File: config.mk
export PLATFORM = sky130hd
export DESIGN_NAME = isotp_receive_reassembler_unit
export DESIGN_NICKNAME = d
export VERILOG_FILES = /design/src/isotp_pkg.sv /design/src/isotp_front.sv /design/src/isotp_queue.sv /design/src/isotp_back.sv /design/src/isotp_receive_reassembler_unit.sv
export SDC_FILE = /design/constraint.sdc
export NUM_CORES = 1
export LEC_CHECK = 0
export ABC_AREA = 1
export BUFFER_PORTS_ARGS = -buffer_cell sky130_fd_sc_hd__buf_2
export CAP_MARGIN = 20
export CORE_MARGIN = 1.5
export CORE_UTILIZATION = 40
export DETAILED_ROUTE_END_ITERATION = 10
export MAX_ROUTING_LAYER = met4
export PLACE_DENSITY = 0.64
export SYNTH_ARGS = -nofsm -noshare
export SYNTH_HDL_FRONTEND = slang
export SYNTH_SLANG_ARGS = --single-unit
File: constraint.sdc
create_clock -name clk -period 5 [get_ports clk]
set_clock_uncertainty 0.1 [all_clocks]
set_input_delay 0.25 -clock clk [delete_from_list [all_inputs] [get_ports clk]]
set_output_delay 0.25 -clock clk [all_outputs]
set_load 0.02 [all_outputs]
File: src/isotp_pkg.sv
package isotp_pkg;

  // Result kinds, carried on the result channel's tuser
  typedef enum logic [1:0] {
    KIND_BYTE  = 2'd0,
    KIND_FLOW  = 2'd1,
    KIND_DONE  = 2'd2,
    KIND_ERROR = 2'd3
  } kind_t;

  typedef enum logic [1:0] {
    ERR_SF_LENGTH  = 2'd0,
    ERR_START_TYPE = 2'd1,
    ERR_NOT_CF     = 2'd2
  } err_t;

  // Frame types, high nibble of the protocol control byte
  localparam logic [3:0] TYPE_SF = 4'h0;
  localparam logic [3:0] TYPE_FF = 4'h1;
  localparam logic [3:0] TYPE_CF = 4'h2;

  localparam logic [3:0]  SF_MAX_LEN = 4'd7;
  localparam logic [2:0]  FF_BYTES   = 3'd6;
  localparam logic [2:0]  CF_BYTES   = 3'd7;

  // Register indexes on the configuration port
  localparam logic REG_REQUEST_ID = 1'b0;
  localparam logic [10:0] REQUEST_ID_RESET = 11'h7E0;

  // One frame's worth of work for the emitter: an optional flow-control
  // request, up to seven payload bytes, and an optional closing result.
  typedef struct packed {
    logic            flow;
    logic [2:0]      count;
    logic [7:0][7:0] bytes;
    logic            tail;
    kind_t           tail_kind;
    logic [11:0]     length;
    err_t            err;
    logic [2:0]      last_idx;
  } job_t;

endpackage

File: src/isotp_front.sv
module isotp_front import isotp_pkg::*; (
  input  logic            clk,
  input  logic            rst,
  input  logic [10:0]     request_id,
  input  logic            accept,
  input  logic [10:0]     can_id,
  input  logic            is_echo,
  input  logic [7:0][7:0] frame,
  output logic            push,
  output job_t            job
);

  logic        receiving;
  logic        receiving_next;
  logic [11:0] bytes_remaining;
  logic [11:0] bytes_remaining_next;
  logic [11:0] message_total;
  logic [11:0] message_total_next;

  always_comb begin
    logic [3:0]  ftype;
    logic [3:0]  sf_len;
    logic [11:0] ff_total;
    logic [11:0] rem_after;
    logic [3:0]  n_results;

    ftype     = frame[0][7:4];
    sf_len    = frame[0][3:0];
    ff_total  = {frame[0][3:0], frame[1]};
    rem_after = '0;

    push = accept && !is_echo && (can_id == request_id);

    job                  = '0;
    receiving_next       = receiving;
    bytes_remaining_next = bytes_remaining;
    message_total_next   = message_total;

    if (!receiving) begin
      if (ftype == TYPE_SF) begin
        if (sf_len == 4'd0 || sf_len > SF_MAX_LEN) begin
          job.tail      = 1'b1;
          job.tail_kind = KIND_ERROR;
          job.err       = ERR_SF_LENGTH;
        end else begin
          job.count = sf_len[2:0];
          for (int i = 0; i < 7; i++) job.bytes[i] = frame[i + 1];
          job.tail      = 1'b1;
          job.tail_kind = KIND_DONE;
          job.length    = {8'd0, sf_len};
        end
      end else if (ftype == TYPE_FF) begin
        job.flow  = 1'b1;
        job.count = (ff_total < {9'd0, FF_BYTES}) ? ff_total[2:0] : FF_BYTES;
        for (int i = 0; i < 6; i++) job.bytes[i] = frame[i + 2];
        message_total_next = ff_total;
        if (ff_total <= {9'd0, FF_BYTES}) begin
          job.tail             = 1'b1;
          job.tail_kind        = KIND_DONE;
          job.length           = ff_total;
          bytes_remaining_next = '0;
        end else begin
          bytes_remaining_next = ff_total - {9'd0, FF_BYTES};
          receiving_next       = 1'b1;
        end
      end else begin
        job.tail      = 1'b1;
        job.tail_kind = KIND_ERROR;
        job.err       = ERR_START_TYPE;
      end
    end else begin
      if (ftype != TYPE_CF) begin
        job.tail             = 1'b1;
        job.tail_kind        = KIND_ERROR;
        job.err              = ERR_NOT_CF;
        receiving_next       = 1'b0;
        bytes_remaining_next = '0;
      end else begin
        // Sequence nibble is not checked; drop bytes past the message end
        job.count = (bytes_remaining < {9'd0, CF_BYTES}) ? bytes_remaining[2:0]
                                                          : CF_BYTES;
        for (int i = 0; i < 7; i++) job.bytes[i] = frame[i + 1];
        rem_after            = bytes_remaining - {9'd0, job.count};
        bytes_remaining_next = rem_after;
        if (rem_after == 12'd0) begin
          job.tail       = 1'b1;
          job.tail_kind  = KIND_DONE;
          job.length     = message_total;
          receiving_next = 1'b0;
        end
      end
    end

    n_results    = {3'd0, job.flow} + {1'b0, job.count} + {3'd0, job.tail};
    job.last_idx = 3'(n_results - 4'd1);
  end

  always_ff @(posedge clk) begin
    if (rst) begin
      receiving       <= 1'b0;
      bytes_remaining <= '0;
      message_total   <= '0;
    end else if (push) begin
      receiving       <= receiving_next;
      bytes_remaining <= bytes_remaining_next;
      message_total   <= message_total_next;
    end
  end

endmodule

File: src/isotp_queue.sv
module isotp_queue import isotp_pkg::*; (
  input  logic clk,
  input  logic rst,
  input  logic push,
  input  job_t job_in,
  output logic full,
  output logic head_valid,
  output job_t head,
  input  logic pop
);

  job_t       slots [2];
  logic       wr_ptr;
  logic       rd_ptr;
  logic [1:0] fill;

  assign full       = (fill == 2'd2);
  assign head_valid = (fill != 2'd0);
  assign head       = slots[rd_ptr];

  always_ff @(posedge clk) begin
    if (push) slots[wr_ptr] <= job_in;
  end

  always_ff @(posedge clk) begin
    if (rst) begin
      wr_ptr <= 1'b0;
      rd_ptr <= 1'b0;
      fill   <= 2'd0;
    end else begin
      if (push) wr_ptr <= ~wr_ptr;
      if (pop)  rd_ptr <= ~rd_ptr;
      unique case ({push, pop})
        2'b10:   fill <= fill + 2'd1;
        2'b01:   fill <= fill - 2'd1;
        default: fill <= fill;
      endcase
    end
  end

endmodule

File: src/isotp_back.sv
module isotp_back import isotp_pkg::*; (
  input  logic        clk,
  input  logic        rst,
  input  logic        head_valid,
  input  job_t        head,
  output logic        pop,
  output logic        out_valid,
  input  logic        out_ready,
  output kind_t       out_kind,
  output logic [7:0]  out_byte,
  output logic [11:0] out_length,
  output err_t        out_err,
  output logic        out_last
);

  logic [2:0]  idx;
  logic        advance;
  logic [2:0]  pos;
  kind_t       kind_next;
  logic [7:0]  byte_next;
  logic [11:0] length_next;
  err_t        err_next;

  assign advance = head_valid && (!out_valid || out_ready);
  assign pop     = advance && (idx == head.last_idx);
  assign pos     = idx - {2'd0, head.flow};

  // Walk the job: flow-control request first, then bytes, then the tail
  always_comb begin
    kind_next   = KIND_BYTE;
    byte_next   = '0;
    length_next = '0;
    err_next    = ERR_SF_LENGTH;
    if (head.flow && idx == 3'd0) begin
      kind_next = KIND_FLOW;
    end else if (pos < head.count) begin
      byte_next = head.bytes[pos];
    end else begin
      kind_next   = head.tail_kind;
      length_next = head.length;
      err_next    = head.err;
    end
  end

  always_ff @(posedge clk) begin
    if (rst) begin
      idx       <= '0;
      out_valid <= 1'b0;
    end else begin
      if (advance) begin
        idx       <= pop ? 3'd0 : idx + 3'd1;
        out_valid <= 1'b1;
      end else if (out_ready) begin
        out_valid <= 1'b0;
      end
    end
  end

  always_ff @(posedge clk) begin
    if (advance) begin
      out_kind   <= kind_next;
      out_byte   <= byte_next;
      out_length <= length_next;
      out_err    <= err_next;
      out_last   <= (idx == head.last_idx);
    end
  end

endmodule

File: src/isotp_receive_reassembler_unit.sv
// ISO-TP receive reassembler for classic 8-byte CAN frames.
// Input channel (s_*): one received frame per item. s_tdata carries the
// identifier and the eight frame bytes, s_tuser flags an own transmit echo.
// Echoed frames and frames off the request identifier are taken and dropped.
// Output channel (m_*): one result per item - payload byte, flow-control
// request, message done with its length, or error with a code. m_tlast
// marks the last result caused by one frame.
// APB port: register 0 at byte address 0 holds the request identifier.
// Each accepted frame is classified into a 2-entry job queue, and its
// results then pass through the emitter register.
// Throughput: the emitter gives one result per cycle while m_tready allows,
// and a frame yields 1 to 8 results; frames are accepted back to back
// while the job queue has room.
// Reset clears the reassembly state, the queue and the output valid flag and
// loads request identifier 0x7E0. When the receiver stalls, the output
// register holds its result, the emitter waits, the queue fills and then
// s_tready drops until a job slot frees.
module isotp_receive_reassembler_unit import isotp_pkg::*; (
  input  logic        clk,
  input  logic        rst,
  // input items
  input  logic        s_tvalid,
  output logic        s_tready,
  input  logic [79:0] s_tdata,   // can_id[10:0], frame_byte0..frame_byte7, zero pad
  input  logic [0:0]  s_tuser,   // is_echo
  // result items
  output logic        m_tvalid,
  input  logic        m_tready,
  output logic [23:0] m_tdata,   // data_byte[7:0], message_length[19:8],
                                 // error_code[21:20], zero pad
  output logic [1:0]  m_tuser,   // kind
  output logic        m_tlast,   // end_of_run
  // configuration
  input  logic        psel,
  input  logic        penable,
  input  logic        pwrite,
  input  logic [2:0]  paddr,
  input  logic [31:0] pwdata,
  output logic [31:0] prdata,
  output logic        pready
);

  logic [10:0]     request_id;
  logic [7:0][7:0] frame;
  logic            accept;
  logic            push;
  job_t            job;
  logic            full;
  logic            head_valid;
  job_t            head;
  logic            pop;
  kind_t           out_kind;
  logic [7:0]      out_byte;
  logic [11:0]     out_length;
  err_t            out_err;

  // Configuration: writes land on the access cycle, reads are immediate
  assign pready = 1'b1;
  assign prdata = (paddr[2] == REG_REQUEST_ID) ? {21'd0, request_id} : 32'd0;

  always_ff @(posedge clk) begin
    if (rst) begin
      request_id <= REQUEST_ID_RESET;
    end else if (psel && penable && pwrite && paddr[2] == REG_REQUEST_ID) begin
      request_id <= pwdata[10:0];
    end
  end

  // Unpack the frame bytes
  always_comb begin
    for (int i = 0; i < 8; i++) frame[i] = s_tdata[11 + 8*i +: 8];
  end

  // Take a frame whenever a job slot is free; ignored frames push nothing
  assign s_tready = !full;
  assign accept   = s_tvalid && s_tready;

  isotp_front u_front (
    .clk        (clk),
    .rst        (rst),
    .request_id (request_id),
    .accept     (accept),
    .can_id     (s_tdata[10:0]),
    .is_echo    (s_tuser[0]),
    .frame      (frame),
    .push       (push),
    .job        (job)
  );

  isotp_queue u_queue (
    .clk        (clk),
    .rst        (rst),
    .push       (push),
    .job_in     (job),
    .full       (full),
    .head_valid (head_valid),
    .head       (head),
    .pop        (pop)
  );

  isotp_back u_back (
    .clk        (clk),
    .rst        (rst),
    .head_valid (head_valid),
    .head       (head),
    .pop        (pop),
    .out_valid  (m_tvalid),
    .out_ready  (m_tready),
    .out_kind   (out_kind),
    .out_byte   (out_byte),
    .out_length (out_length),
    .out_err    (out_err),
    .out_last   (m_tlast)
  );

  // Pack the result item
  assign m_tdata = {2'd0, out_err, out_length, out_byte};
  assign m_tuser = out_kind;

endmodule

==> results.toml <==
[critical_path]
r2r_start = "u_front.bytes_remaining[4]"
end_kind = "flip-flop"
timing.rr.end = "u_queue.slots[0][2]"
cpMostUsedCell = "nand2_1"
reg2reg_slack_ns = 1.02
critPathKind = "flip-flop to flip-flop"
worstSetupEndpoint = "u_queue.slots[0][2]"
reg2regPathDepth = 21
crit_start = "u_front.bytes_remaining[4]"
crit_slowest_cell = "fa_1"
required_ns = 5.16
crit_arrival_ns = 4.14
critPathMaxStageDelay_ns = 0.38
path_delay_family = "simple AND/OR/NAND/NOR gates"
path_buf_inv = 2
worstPathCellList = "nor2_4 > nand2_2 > nor2_4 > nand2_4 > nand2_1 > ha_1 > inv_1 > nand2_1 > nand2_1 > nor2_1 > nand3_1 > nor2_1 > nand3_2 > nand2_1 > nand2_1 > ha_1 > inv_1 > ha_1 > fa_1 > xnor2_1 > xor2_1"
start_kind = "flip-flop"
cp.depth = 21
crit_path_max_fanout = 13

[synth]
synth_top_family_by_area = "simple AND/OR/NAND/NOR gates"
yosysWarnings = 0
synthAdderAreaFrac_pct = 1.56
ys.flop_type = "edfxtp_1"
synth_most_common_cell = "edfxtp_1"
synth_area_um2 = 10900
ys_async_sr_fraction_pct = 0
ys_ff_latch = 228
synth-simple-area-share_pct = 15.8
synthXorXnorAreaFrac_pct = 1.53
avgSynthCellArea_um2 = 9.69
synth-edff-count = 183
synthMuxAreaShare_pct = 0.184
synth_common_cells = "edfxtp_1, nand2_1, inv_1"
synth_cell_types = 48
ys_seq_area_share_pct = 58.8
yosysTopAreaCellShare_pct = 50.5
synth-compound-area-share_pct = 13.3
synth_cells = 1124
synth.area.top_cells = "edfxtp_1, dfxtp_1, nand2_1"
synth_top_area_cell = "edfxtp_1"

[cts]
cts_root_buf = "clkbuf_16"
post_cts.repair.setup_buffers = 0
cts.sinks = 228
cts_buffers = 26
clock_latency_ns = 0.53
path_clk_slew_ns = 0.06
clock_tree.buffer_depth = 3
cts_tree = "built"
htreeDepth = 1

[floorplanning]
start_util_pct = 40.6
dieArea_um2 = 28200
row_count = 60
dieHeight_um = 168
dieWidth_um = 168
io_pins = 185
core_um2 = 26800

[cells_and_area]
area_delta_synth_final_pct = 19.1
final_layout_size_suffix_gt1_share_pct = 18.3
layout.nets = 1409
fin_area_um2 = 13000

[power]
switching_share_pct = 20.9
clkPwrFrac_pct = 45.4
powerDensity_nw_per_um2 = 315
seqPwrFrac_pct = 49.9
intPower_mw = 3.23
power_frac_comb_pct = 4.7
leakage_nw = 5.06
switchingPower_mw = 0.853
ir_worst_vdd_uv = 196
finalPower_mw = 4.08

[grt]
top_usage_layer = "met2"
grt_util_met2_pct = 30.2
grt_pass1_wl_um = 41700
grt_use_total_pct = 19.1
grt_pass1_vias = 8003
overflow = 0
use_met1_pct = 25.5
grt_use_met3_pct = 3.03
grt_max_degree = 81
grt_antenna_before_repair = 1

[timing]
timing.fmax_mhz = 251
worst_pin_slew_ns = 0.862
fin_crit_sh_pct = 79.6
fin_crit_ns = 3.98
whs_ns = 0.0159
tns_ns = 0
slew_viol_final = 0
fin_ws_ns = 1.02
setup_viol = 0
hold_viol_final = 0
rsz0062_at_grt = "no"
relSlewSlack_pct = 42.5

[detailed_routing]
ant_nets = 0
num_vias = 8327
wirelength_um = 26200
drtPass1Iterations = 5
via_per_inst = 5.10
drc = 0
wire_per_inst_um = 16.1
dr.first_iter.drc_count = 723

[placed_design]
gp_congestion = 0.868
io_buffers = 132
dp_hpwl_um = 16400
place_area_um2 = 11800
place_worst_setup_slack_ns = 1.11

[flow_run]
drv_cap = 0

[outcome]
status = "finished clean"

[hold_path]
hp-class = "input pin to flip-flop"
min_path_cells = 3
[layout make-up]
type                    count  area (um^2)
diodes                      2         5.00
clock buffers              33          719
clock inverters            12          129
fillers                  2447        13800
inverters                 149          559
multi-input cells         696         3650
flip-flops and latches    228         6400
well taps                 341          427
repair buffers            172         1090
[timing repair]
item / CTS / global route
hold buffers: 26 / 0
gates resized for setup: 0 / 0
hold endpoints to repair: 30 / 0
[worst min-delay path by stage]
stage                          endpoint  slack (ns)                      from
6_report       u_front.message_total[9]        0.02               s_tdata[12]
5_1_grt            u_queue.slots[1][72]        0.01               s_tdata[71]
4_1_cts        u_front.message_total[9]      0.0006               s_tdata[12]
3_5_place_dp   u_front.message_total[1]        0.34  u_front.message_total[1]
3_3_place_gp   u_front.message_total[0]        0.33  u_front.message_total[0]
2_1_floorplan            request_id[10]        0.28                pwdata[10]
[sequential cells by signal, indices dropped and copies added, names as in the netlist, named ones only]
name                     flops
u_queue.wr_ptr               1
u_back.idx                   3
u_back.out_byte              8
u_back.out_last              1
u_queue.fill                 2
u_back.out_length           12
u_queue.slots              158
u_queue.rd_ptr               1
u_back.out_err               2
u_front.bytes_remaining     12
request_id                  11
u_front.message_total       12
u_back.out_valid             1
u_back.out_kind              2
u_front.receiving            1
[cells by family after synthesis]
| group | after synthesis |
|---|---|
| AO/OA/AOI/OAI | 257 |
| XOR/XNOR | 19 |
| adder cells (fa/ha/maj) | 13 |
| buffers and inverters | 222 |
| flip-flops | 228 |
| multiplexers | 2 |
| other | 2 |
| AND/OR/NAND/NOR | 381 |
[worst register-to-register path, cell delays in order, from the launching register on]
cell and delay (ns):
dfxtp_1 0.36, nor2_4 0.17, nand2_2 0.09, nor2_4 0.10, nand2_4 0.09, nand2_1 0.13, ha_1 0.27, inv_1 0.06
nand2_1 0.06, nand2_1 0.06, nor2_1 0.11, nand3_1 0.09, nor2_1 0.16, nand3_2 0.35, nand2_1 0.20, nand2_1 0.09
ha_1 0.28, inv_1 0.04, ha_1 0.18, fa_1 0.38, xnor2_1 0.23, xor2_1 0.11
[layout by cell type, fill, tap and decap left out, types with 11 or more instances in the layout]
master	instances
edfxtp_1	183
buf_4	11
nor3_1	13
clkbuf_16	28
o22ai_1	73
nor2_1	119
xor2_1	13
dlygate4sd3_1	26
inv_1	135
nand3_1	27
inv_2	12
nand2_1	170
o21ai_0	83
a21oi_1	66
ha_1	12
buf_2	132
dfxtp_1	44
conb_1	24
[per-layer routing]
layer | routed length, um | part of all wire, %
met5 | 0 | 0
met4 | 650 | 2.5
met3 | 1700 | 6.5
met2 | 12000 | 46
met1 | 11800 | 45
[power by group through the flow]
stage               registers [mW]  logic (mW)  clock network [mW]
floorplan                     2.07       0.111                   0
global placement              2.08       0.170                   0
detailed placement            2.08       0.172                   0
CTS                           2.04       0.187                1.90
global route                  2.03       0.210                1.97
finish                        2.04       0.191                1.85
[per-stage QoR]
| step | std cells | util [%] |
|---|---|---|
| detailed placement | 1557 | 43.9 |
| global placement | 1557 | 43.9 |
| floorplan | 1146 | - |
| CTS | 1628 | 48.1 |
| finish | 1633 | 48.4 |
| global route | 1632 | 48.4 |
Note: power is estimated with default switching activity, not from simulation.
